**config.mk**
```make
export PLATFORM = sky130hd
export DESIGN_NAME = rx_ring_line_assembler
export DESIGN_NICKNAME = d
export VERILOG_FILES = /design/src/hdl/rxla_pkg.sv /design/src/hdl/rxla_datapath.sv /design/src/hdl/rxla_ctrl.sv /design/src/hdl/rx_ring_line_assembler.sv
export SDC_FILE = /design/constraint.sdc
export NUM_CORES = 2
export LEC_CHECK = 0
export BUFFER_PORTS_ARGS = -buffer_cell sky130_fd_sc_hd__buf_4
export CAP_MARGIN = 20
export CORE_AREA = 2 2 560 562
export DETAILED_ROUTE_END_ITERATION = 8
export DIE_AREA = 0 0 562 564
export GPL_TIMING_DRIVEN = 1
export SLEW_MARGIN = 20
export SYNTH_ARGS = -nofsm -noshare
export SYNTH_HDL_FRONTEND = slang
export SYNTH_SLANG_ARGS = --single-unit
```
**constraint.sdc**
```tcl
create_clock -name clk -period 5.7 [get_ports clk]
set_clock_uncertainty 0.1 [all_clocks]
set_input_delay 0.285 -clock clk [delete_from_list [all_inputs] [get_ports clk]]
set_output_delay 0.285 -clock clk [all_outputs]
set_load 0.05 [all_outputs]
```
**src/hdl/rxla_pkg.sv**
```systemverilog
// rxla_pkg: shared types, codes and constants of the receive ring line assembler
`default_nettype none

package rxla_pkg;

    // ring size default
    localparam int RING_DEPTH_DEF = 256;

    // character codes
    localparam logic [7:0] CHAR_CR = 8'h0D;
    localparam logic [7:0] CHAR_LF = 8'h0A;

    // line length register
    localparam int          LEN_W         = 7;
    localparam int          CNT_W         = 6;
    localparam logic [LEN_W-1:0] LINE_LEN_CAP  = 7'd64;
    localparam logic [LEN_W-1:0] MAX_LEN_RESET = 7'd64;

    // request function codes
    localparam logic [1:0] FUNC_BYTE = 2'd0;
    localparam logic [1:0] FUNC_LINE = 2'd1;
    localparam logic [1:0] FUNC_ECHO = 2'd2;

    // result kind codes
    localparam logic [2:0] KIND_STORED     = 3'd0;
    localparam logic [2:0] KIND_DROPPED    = 3'd1;
    localparam logic [2:0] KIND_LINE_CHAR  = 3'd2;
    localparam logic [2:0] KIND_LINE_DONE  = 3'd3;
    localparam logic [2:0] KIND_NO_LINE    = 3'd4;
    localparam logic [2:0] KIND_ECHO_BYTE  = 3'd5;
    localparam logic [2:0] KIND_ECHO_EMPTY = 3'd6;

    // request and result payloads
    typedef struct packed {
        logic [1:0] func;
        logic [7:0] rx_byte;
    } in_req_t;

    typedef struct packed {
        logic [2:0] kind;
        logic [7:0] data;
        logic       last;
    } out_res_t;

    // result data source
    typedef enum logic [1:0] {
        DSEL_ZERO,
        DSEL_RD,
        DSEL_COUNT,
        DSEL_LF
    } dsel_t;

    // controller states
    typedef enum logic [3:0] {
        ST_IDLE,
        ST_SCAN_ADDR,
        ST_SCAN_CHK,
        ST_COPY_ADDR,
        ST_COPY_EMIT,
        ST_SKIP_ADDR,
        ST_SKIP_CHK,
        ST_ECHO_EMIT,
        ST_ECHO_LF
    } state_t;

    // commands from controller to datapath
    typedef struct packed {
        logic     wr_byte;
        logic     idx_load_line;
        logic     idx_load_end_next;
        logic     idx_inc;
        logic     end_capture;
        logic     rd_en;
        logic     rd_echo;
        logic     echo_adv;
        logic     line_set;
        logic     line_next;
        logic     count_inc;
        logic     emit;
        logic [2:0] emit_kind;
        dsel_t    emit_dsel;
        logic     emit_last;
    } dp_cmd_t;

    // status from datapath to controller
    typedef struct packed {
        logic full;
        logic idx_at_head;
        logic idx_at_end;
        logic count_at_limit;
        logic echo_at_head;
        logic rd_is_term;
        logic rd_is_cr;
    } dp_stat_t;

endpackage

`default_nettype wire

```
**src/hdl/rxla_datapath.sv**
```systemverilog
// rxla_datapath: ring memory, pointers, line counters and result register
`default_nettype none

module rxla_datapath #(
    parameter int RING_DEPTH = rxla_pkg::RING_DEPTH_DEF
) (
    input  wire logic                   clk,
    input  wire logic                   rst_n,
    input  wire rxla_pkg::in_req_t      req,
    input  wire logic                   cfg_we,
    input  wire logic [rxla_pkg::LEN_W-1:0] cfg_wdata,
    input  wire rxla_pkg::dp_cmd_t      cmd,
    output rxla_pkg::dp_stat_t          stat,
    output logic                        res_strobe,
    output rxla_pkg::out_res_t          res
);
    import rxla_pkg::*;

    localparam int PTR_W = $clog2(RING_DEPTH);
    localparam logic [PTR_W-1:0] PTR_LAST = PTR_W'(RING_DEPTH - 1);

    logic [7:0]       ring_mem [0:RING_DEPTH-1];
    logic [7:0]       rd_data_reg;
    logic [PTR_W-1:0] wr_ptr_reg, line_ptr_reg, echo_ptr_reg, idx_reg, end_reg;
    logic [PTR_W-1:0] wr_ptr_next, line_ptr_next, echo_ptr_next, idx_next, end_next;
    logic [PTR_W-1:0] rd_addr;
    logic [CNT_W-1:0] count_reg, count_next, limit;
    logic [LEN_W-1:0] max_len_reg, len_cap;
    logic             res_strobe_reg;
    out_res_t         res_reg, res_next;

    // wrap a pointer modulo the ring depth
    function automatic logic [PTR_W-1:0] next_ptr(input logic [PTR_W-1:0] p);
        next_ptr = (p == PTR_LAST) ? '0 : p + 1'b1;
    endfunction

    // ring memory, one write and one registered read
    assign rd_addr = cmd.rd_echo ? echo_ptr_reg : idx_reg;

    always_ff @(posedge clk)
    begin
        if (cmd.wr_byte)
        begin
            ring_mem[wr_ptr_reg] <= req.rx_byte;
        end
        if (cmd.rd_en)
        begin
            rd_data_reg <= ring_mem[rd_addr];
        end
    end

    // line length limit: capped, one place kept for the terminator
    assign len_cap = (max_len_reg > LINE_LEN_CAP) ? LINE_LEN_CAP : max_len_reg;
    assign limit   = (len_cap == '0) ? '0 : CNT_W'(len_cap - 1'b1);

    // pointer and counter next values
    always_comb
    begin
        wr_ptr_next   = cmd.wr_byte ? next_ptr(wr_ptr_reg) : wr_ptr_reg;
        echo_ptr_next = cmd.echo_adv ? next_ptr(echo_ptr_reg) : echo_ptr_reg;
        end_next      = cmd.end_capture ? idx_reg : end_reg;
        line_ptr_next = line_ptr_reg;
        if (cmd.line_set)
        begin
            line_ptr_next = cmd.line_next ? next_ptr(idx_reg) : idx_reg;
        end
        idx_next = idx_reg;
        if (cmd.idx_load_line)
        begin
            idx_next = line_ptr_reg;
        end
        else if (cmd.idx_load_end_next)
        begin
            idx_next = next_ptr(end_reg);
        end
        else if (cmd.idx_inc)
        begin
            idx_next = next_ptr(idx_reg);
        end
        count_next = count_reg;
        if (cmd.idx_load_line)
        begin
            count_next = '0;
        end
        else if (cmd.count_inc)
        begin
            count_next = count_reg + 1'b1;
        end
    end

    // result payload
    always_comb
    begin
        res_next.kind = cmd.emit_kind;
        res_next.last = cmd.emit_last;
        case (cmd.emit_dsel)
            DSEL_ZERO:  res_next.data = 8'h00;
            DSEL_RD:    res_next.data = rd_data_reg;
            DSEL_COUNT: res_next.data = 8'(count_reg);
            DSEL_LF:    res_next.data = CHAR_LF;
            default:    res_next.data = 8'h00;
        endcase
    end

    // control registers
    always_ff @(posedge clk or negedge rst_n)
    begin
        if (!rst_n)
        begin
            wr_ptr_reg     <= '0;
            line_ptr_reg   <= '0;
            echo_ptr_reg   <= '0;
            idx_reg        <= '0;
            end_reg        <= '0;
            count_reg      <= '0;
            max_len_reg    <= MAX_LEN_RESET;
            res_strobe_reg <= 1'b0;
        end
        else
        begin
            wr_ptr_reg     <= wr_ptr_next;
            line_ptr_reg   <= line_ptr_next;
            echo_ptr_reg   <= echo_ptr_next;
            idx_reg        <= idx_next;
            end_reg        <= end_next;
            count_reg      <= count_next;
            res_strobe_reg <= cmd.emit;
            if (cfg_we)
            begin
                max_len_reg <= cfg_wdata;
            end
        end
    end

    // result payload register
    always_ff @(posedge clk)
    begin
        if (cmd.emit)
        begin
            res_reg <= res_next;
        end
    end

    // status to controller
    always_comb
    begin
        stat.full           = (next_ptr(wr_ptr_reg) == line_ptr_reg);
        stat.idx_at_head    = (idx_reg == wr_ptr_reg);
        stat.idx_at_end     = (idx_reg == end_reg);
        stat.count_at_limit = (count_reg == limit);
        stat.echo_at_head   = (echo_ptr_reg == wr_ptr_reg);
        stat.rd_is_term     = (rd_data_reg == CHAR_CR) || (rd_data_reg == CHAR_LF);
        stat.rd_is_cr       = (rd_data_reg == CHAR_CR);
    end

    assign res_strobe = res_strobe_reg;
    assign res        = res_reg;

endmodule

`default_nettype wire

```
**src/hdl/rxla_ctrl.sv**
```systemverilog
// rxla_ctrl: request sequencer for byte store, line read and echo
`default_nettype none

module rxla_ctrl (
    input  wire logic               clk,
    input  wire logic               rst_n,
    input  wire logic               start,
    input  wire logic [1:0]         func,
    input  wire rxla_pkg::dp_stat_t stat,
    output logic                    busy,
    output rxla_pkg::dp_cmd_t       cmd
);
    import rxla_pkg::*;

    state_t state_reg, state_next;

    // state register
    always_ff @(posedge clk or negedge rst_n)
    begin
        if (!rst_n)
        begin
            state_reg <= ST_IDLE;
        end
        else
        begin
            state_reg <= state_next;
        end
    end

    // next state and commands
    always_comb
    begin
        state_next = state_reg;
        cmd        = '0;
        case (state_reg)
            ST_IDLE:
            begin
                if (start)
                begin
                    case (func)
                        FUNC_BYTE:
                        begin
                            cmd.emit      = 1'b1;
                            cmd.emit_last = 1'b1;
                            cmd.emit_kind = stat.full ? KIND_DROPPED : KIND_STORED;
                            cmd.wr_byte   = !stat.full;
                        end
                        FUNC_LINE:
                        begin
                            cmd.idx_load_line = 1'b1;
                            state_next        = ST_SCAN_ADDR;
                        end
                        FUNC_ECHO:
                        begin
                            if (stat.echo_at_head)
                            begin
                                cmd.emit      = 1'b1;
                                cmd.emit_last = 1'b1;
                                cmd.emit_kind = KIND_ECHO_EMPTY;
                            end
                            else
                            begin
                                cmd.rd_en   = 1'b1;
                                cmd.rd_echo = 1'b1;
                                state_next  = ST_ECHO_EMIT;
                            end
                        end
                        default:
                        begin
                            state_next = ST_IDLE;
                        end
                    endcase
                end
            end
            // look for a terminator between tail and head
            ST_SCAN_ADDR:
            begin
                if (stat.idx_at_head)
                begin
                    cmd.emit      = 1'b1;
                    cmd.emit_last = 1'b1;
                    cmd.emit_kind = KIND_NO_LINE;
                    state_next    = ST_IDLE;
                end
                else
                begin
                    cmd.rd_en  = 1'b1;
                    state_next = ST_SCAN_CHK;
                end
            end
            ST_SCAN_CHK:
            begin
                if (stat.rd_is_term)
                begin
                    cmd.end_capture   = 1'b1;
                    cmd.idx_load_line = 1'b1;
                    state_next        = ST_COPY_ADDR;
                end
                else
                begin
                    cmd.idx_inc = 1'b1;
                    state_next  = ST_SCAN_ADDR;
                end
            end
            // copy characters up to the terminator or the limit
            ST_COPY_ADDR:
            begin
                if (stat.idx_at_end || stat.count_at_limit)
                begin
                    cmd.emit              = 1'b1;
                    cmd.emit_last         = 1'b1;
                    cmd.emit_kind         = KIND_LINE_DONE;
                    cmd.emit_dsel         = DSEL_COUNT;
                    cmd.idx_load_end_next = 1'b1;
                    state_next            = ST_SKIP_ADDR;
                end
                else
                begin
                    cmd.rd_en  = 1'b1;
                    state_next = ST_COPY_EMIT;
                end
            end
            ST_COPY_EMIT:
            begin
                cmd.emit      = 1'b1;
                cmd.emit_kind = KIND_LINE_CHAR;
                cmd.emit_dsel = DSEL_RD;
                cmd.count_inc = 1'b1;
                cmd.idx_inc   = 1'b1;
                state_next    = ST_COPY_ADDR;
            end
            // step the tail past the terminator and one more cr or lf
            ST_SKIP_ADDR:
            begin
                if (stat.idx_at_head)
                begin
                    cmd.line_set = 1'b1;
                    state_next   = ST_IDLE;
                end
                else
                begin
                    cmd.rd_en  = 1'b1;
                    state_next = ST_SKIP_CHK;
                end
            end
            ST_SKIP_CHK:
            begin
                cmd.line_set  = 1'b1;
                cmd.line_next = stat.rd_is_term;
                state_next    = ST_IDLE;
            end
            // echo one byte, lf after cr
            ST_ECHO_EMIT:
            begin
                cmd.emit      = 1'b1;
                cmd.emit_kind = KIND_ECHO_BYTE;
                cmd.emit_dsel = DSEL_RD;
                cmd.emit_last = !stat.rd_is_cr;
                cmd.echo_adv  = 1'b1;
                state_next    = stat.rd_is_cr ? ST_ECHO_LF : ST_IDLE;
            end
            ST_ECHO_LF:
            begin
                cmd.emit      = 1'b1;
                cmd.emit_kind = KIND_ECHO_BYTE;
                cmd.emit_dsel = DSEL_LF;
                cmd.emit_last = 1'b1;
                state_next    = ST_IDLE;
            end
            default:
            begin
                state_next = ST_IDLE;
            end
        endcase
    end

    assign busy = (state_reg != ST_IDLE);

endmodule

`default_nettype wire

```
**src/hdl/rx_ring_line_assembler.sv**
```systemverilog
// rx_ring_line_assembler: top level of the receive ring line assembler
//
// Requests are taken on start while busy is low; req carries func and rx_byte.
// func byte stores rx_byte at the head of the ring, or drops it when the ring
// is full, and reports which; busy stays low, so a new request may follow
// in the next cycle.
// func line scans from the tail for cr or lf and returns the line characters,
// then a done result with the count, or a single no-line result. It takes the
// request, reads and checks each scanned byte, reads and emits each copied
// character, gives the done result and steps past the terminator pair; the
// ring memory read is registered. busy is high for the whole read.
// func echo returns the next unechoed byte, plus lf after cr, or echo-empty.
// Each result is shown on res for one cycle with res_strobe high, in the
// cycle after the step that makes it; the receiver cannot stall and takes
// every result. cfg_we writes max_line_len from cfg_wdata; the user must
// write it only while the block is idle, which the block does not enforce.
// Reset clears all pointers and sets max_line_len to 64; the ring contents
// are undefined until written and need no clearing pass.
`default_nettype none

module rx_ring_line_assembler #(
    parameter int RING_DEPTH = rxla_pkg::RING_DEPTH_DEF
) (
    input  wire logic                       clk,
    input  wire logic                       rst_n,
    input  wire logic                       start,
    output logic                            busy,
    input  wire rxla_pkg::in_req_t          req,
    input  wire logic                       cfg_we,
    input  wire logic [rxla_pkg::LEN_W-1:0] cfg_wdata,
    output logic                            res_strobe,
    output rxla_pkg::out_res_t              res
);
    import rxla_pkg::*;

    dp_cmd_t  cmd;
    dp_stat_t stat;

    // request sequencer
    rxla_ctrl u_ctrl (
        .clk   (clk),
        .rst_n (rst_n),
        .start (start),
        .func  (req.func),
        .stat  (stat),
        .busy  (busy),
        .cmd   (cmd)
    );

    // ring and pointers
    rxla_datapath #(
        .RING_DEPTH (RING_DEPTH)
    ) u_datapath (
        .clk        (clk),
        .rst_n      (rst_n),
        .req        (req),
        .cfg_we     (cfg_we),
        .cfg_wdata  (cfg_wdata),
        .cmd        (cmd),
        .stat       (stat),
        .res_strobe (res_strobe),
        .res        (res)
    );

endmodule

`default_nettype wire

```
==> impl_metrics.py <==
metrics = {
    "synth": {
        "yosysTopAreaCell": "edfxtp_1",
        "ys.flop_type": "edfxtp_1",
        "syn-cell-area_sq_um": 86600,
        "synth_top_area_frac": 0.717,
        "synth-async-reset-ratio": 0.0273,
        "synth_xor_area_frac": 0.00627,
        "netlist_top_cells_area": "edfxtp_1 (72%), nand2_1 (4.8%), mux2i_1 (4.3%)",
        "avgSynthCellArea_sq_um": 14.2,
        "synthSimpleGateAreaFrac": 0.0976,
        "synthAdderAreaFrac": 0.00173,
        "synth_edf_count": 2068,
        "synth.ff_latch_count": 2126,
        "syn_nets": 6146,
        "synthCells": 6113,
        "ys_seq_area_frac": 0.733,
        "yosysUniqueCellTypes": 79,
        "yosysWarnings": 0,
        "synth-compound-area-share": 0.0799,
        "synthMuxAreaShare": 0.0565,
        "synth_top_family_by_area": "simple AND/OR/NAND/NOR gates",
    },
    "floorplanning": {
        "die_y_um": 564,
        "pin_count": 35,
        "rows": 205,
        "core_area_sq_um": 311000,
        "die_area_sq_um": 317000,
        "start_util": 0.279,
        "die_w_um": 562,
    },
    "cells_and_area": {
        "fin_util": 0.322,
        "fillers": 30200,
        "drive_gt1_frac": 0.109,
        "most-common-layout-cells": "edfxtp_1 (2,068), nand2_1 (1,110), a21oi_1 (469), mux2i_1 (368), nor2_1 (323)",
        "nets": 6247,
        "largest_reg_flops": 2048,
        "instances_no_fill": 10500,
        "final_common_cell": "edfxtp_1",
        "area_growth_pct": 15.5,
    },
    "power": {
        "power_w": 0.0475,
        "ir_worst_vdd_mv": 0.344,
        "p_leak_nw": 32.5,
        "pwr-share-clk": 0.298,
        "p_sw_frac": 0.368,
        "powerDensity_nw_per_um2": 475,
        "p_int_w": 0.0300,
        "combPwrFrac": 0.327,
        "seqPwrFrac": 0.375,
        "p_sw_w": 0.0175,
    },
    "placement": {
        "place_ws_ns": -0.0254,
        "place_inst": 10100,
        "hpwl_um": 172000,
        "gp_congestion": 0.895,
        "portBuffers": 34,
    },
    "worst_setup_path": {
        "cp_slowest_stage_delay_ns": 0.72,
        "path_max_fanout": 18,
        "r2r-start": "u_ctrl.state_reg[2]$_DFFE_PN0P_",
        "critPathCapture": "u_datapath.rd_data_reg[1]$_DFFE_PP_",
        "crit_arrival_ns": 6.06,
        "crit_path_end_kind": "flip-flop",
        "crit_path_frequent_cell": "buf_4",
        "r2r_end": "u_datapath.rd_data_reg[1]$_DFFE_PP_",
        "critPathKind": "reg -> reg",
        "reg2reg_slack_ns": 0.12,
        "worstPathCellList": "nor4_4 > buf_4 > nand4_1 > a21oi_1 > a21o_4 > buf_4 > buf_4 > mux2i_1 > o22ai_1 > nor4_1 > nor4_1 > buf_4 > o41ai_2 > buf_4 > nand4_1",
        "cp_slowest_cell": "o41ai_2",
        "r2r_cells": 15,
        "start_kind": "flip-flop",
        "startpoint": "u_ctrl.state_reg[2]$_DFFE_PN0P_",
        "worstPathRequired_ns": 6.18,
    },
    "timing": {
        "worst_slack_ns": 0.116,
        "tns_ns": 0,
        "setup_violations": 0,
        "slew_headroom": 0.110,
        "worst_slew_pin_slew_ns": 1.32,
        "hold_viol_final": 0,
        "max_freq_mhz": 179,
        "fin_crit_ns": 5.58,
        "period_share": 0.980,
        "final_max_slew_viol_count": 0,
        "rsz0062_at_grt": "no",
    },
    "run_status": {
        "status": "complete, no violations",
    },
    "route": {
        "routed_via_density": 5.33,
        "via_count": 56200,
        "drt_iter0_markers": 8294,
        "antenna_left": 0,
        "route.detailed.drc": 0,
        "drt_wl_total_um": 282000,
        "routedWlPerCell_um": 26.8,
        "first_pass_iters": 6,
    },
    "global_routing": {
        "grt_antenna_before_repair": 10,
        "grt_start_max_net_pins": 165,
        "overflow": 0,
        "grt_pass1_vias": 53000,
        "grt_pass1_wl_um": 400000,
        "grt_usage": 0.172,
    },
    "clock_network": {
        "path_clk_slew_ns": 0.06,
        "cts_made_buffers": 211,
        "clkLatencyLatePin_ns": 0.88,
        "clock_sinks": 2126,
        "root_buffer": "clkbuf_16",
        "htreeDepth": 4,
        "cts_tree": "done",
        "cts_buffer_depth": 3,
    },
    "run": {
        "cap_viol_max_count": 0,
    },
    "worst_hold_path": {
        "min_from": "req[4]",
        "hp-class": "in -> reg",
    },
}
-- synth_stat cells (22+ instances only) --
master and instances:
edfxtp_1 2068, nand2_1 1116, a21oi_1 470, mux2i_1 372
nor2_1 330, nand3_1 233, buf_2 187, clkbuf_1 153
o21ai_0 86, a22oi_1 85, nand4_1 81, o22ai_1 80
o221ai_1 73, nor4_1 62, dfrtp_1 57, a31oi_1 55
nor3_1 52, a221oi_1 46, xnor2_1 45, buf_4 39
a32oi_1 38, mux4_2 38, mux2_2 22, o41ai_1 22
-- worst min path at each step --
stage                                                  endpoint  slack [ns]  cells past startpoint
after floorplan                 u_ctrl.state_reg[0]$_DFFE_PN0P_       -0.11                      0
after global placement    u_datapath.max_len_reg[1]$_DFFE_PN0P_        0.32                      1
after detailed placement      u_datapath.end_reg[2]$_DFFE_PN0P_        0.33                      1
after CTS                 u_datapath.ring_mem[191][7]$_DFFE_PP_        0.05                      1
after global routing      u_datapath.ring_mem[111][4]$_DFFE_PP_         0.1                      1
final                     u_datapath.ring_mem[110][4]$_DFFE_PP_        0.02                      1
-- cell type report --
class,instances,area (sq um),share of cell area
Tap cell,4140,5180,0.0518
Antenna cell,2,5.00,0.0000500
Timing Repair Buffer,301,3030,0.0303
Clock inverter,144,1590,0.0159
Multi-Input combinational cell,3562,21200,0.212
Sequential cell,2126,63600,0.635
Inverter,12,45.0,0.000450
Clock buffer,251,5450,0.0545
-- power groups by stage --
stage | clock (W) | combinational [W] | sequential (W)
6_report | 0.0142 | 0.0155 | 0.0178
5_1_grt | 0.0148 | 0.0161 | 0.0178
4_1_cts | 0.0143 | 0.0152 | 0.0178
3_5_place_dp | 0 | 0.0151 | 0.0181
3_3_place_gp | 0 | 0.0150 | 0.0181
2_1_floorplan | 0 | 0.00867 | 0.0180
-- cell families (layout without fill, tap and decap cells) --
logic type,Yosys count,in the layout
flops,2126,2126
other cells,0,2
mux,437,437
compound gates,1085,1085
buf+inv,425,708
fa+ha+maj,12,12
simple gates,1966,1966
xor+xnor,62,62
-- stage by stage --
step                      cell area, sq um  hold slack [ns]
after floorplan                      86600           -0.111
after global placement               92700            0.321
after detailed placement             92700            0.333
after CTS                           100000           0.0527
after global routing                100000           0.0955
final                               100000           0.0195
-- layer usage --
metal	track usage	wire length (um)	up-vias
li1	-	-	23600
met1	0.237	113000	28600
met2	0.262	126000	3465
met3	0.0404	31700	563
met4	0.0688	11800	8
met5	0	61	-
-- critical path: cells and delay by family, from the launching register on --
family	cells	cell delay, ns
AOI/OAI and AO/OA	4	1.87
buffers and inverters	5	1.33
DFF	1	0.55
muxes	1	0.24
and+or+nand+nor	5	1.13
-- repair_timing --
item                       in CTS  in global routing
cloned                          0                  0
buffers inserted                0                  0
hold buffers                   25                  0
hold endpoints to repair      145                  0
gates resized for setup         1                  1
setup endpoints to repair       1                  1
Note: power is estimated with default switching activity, not from simulation.
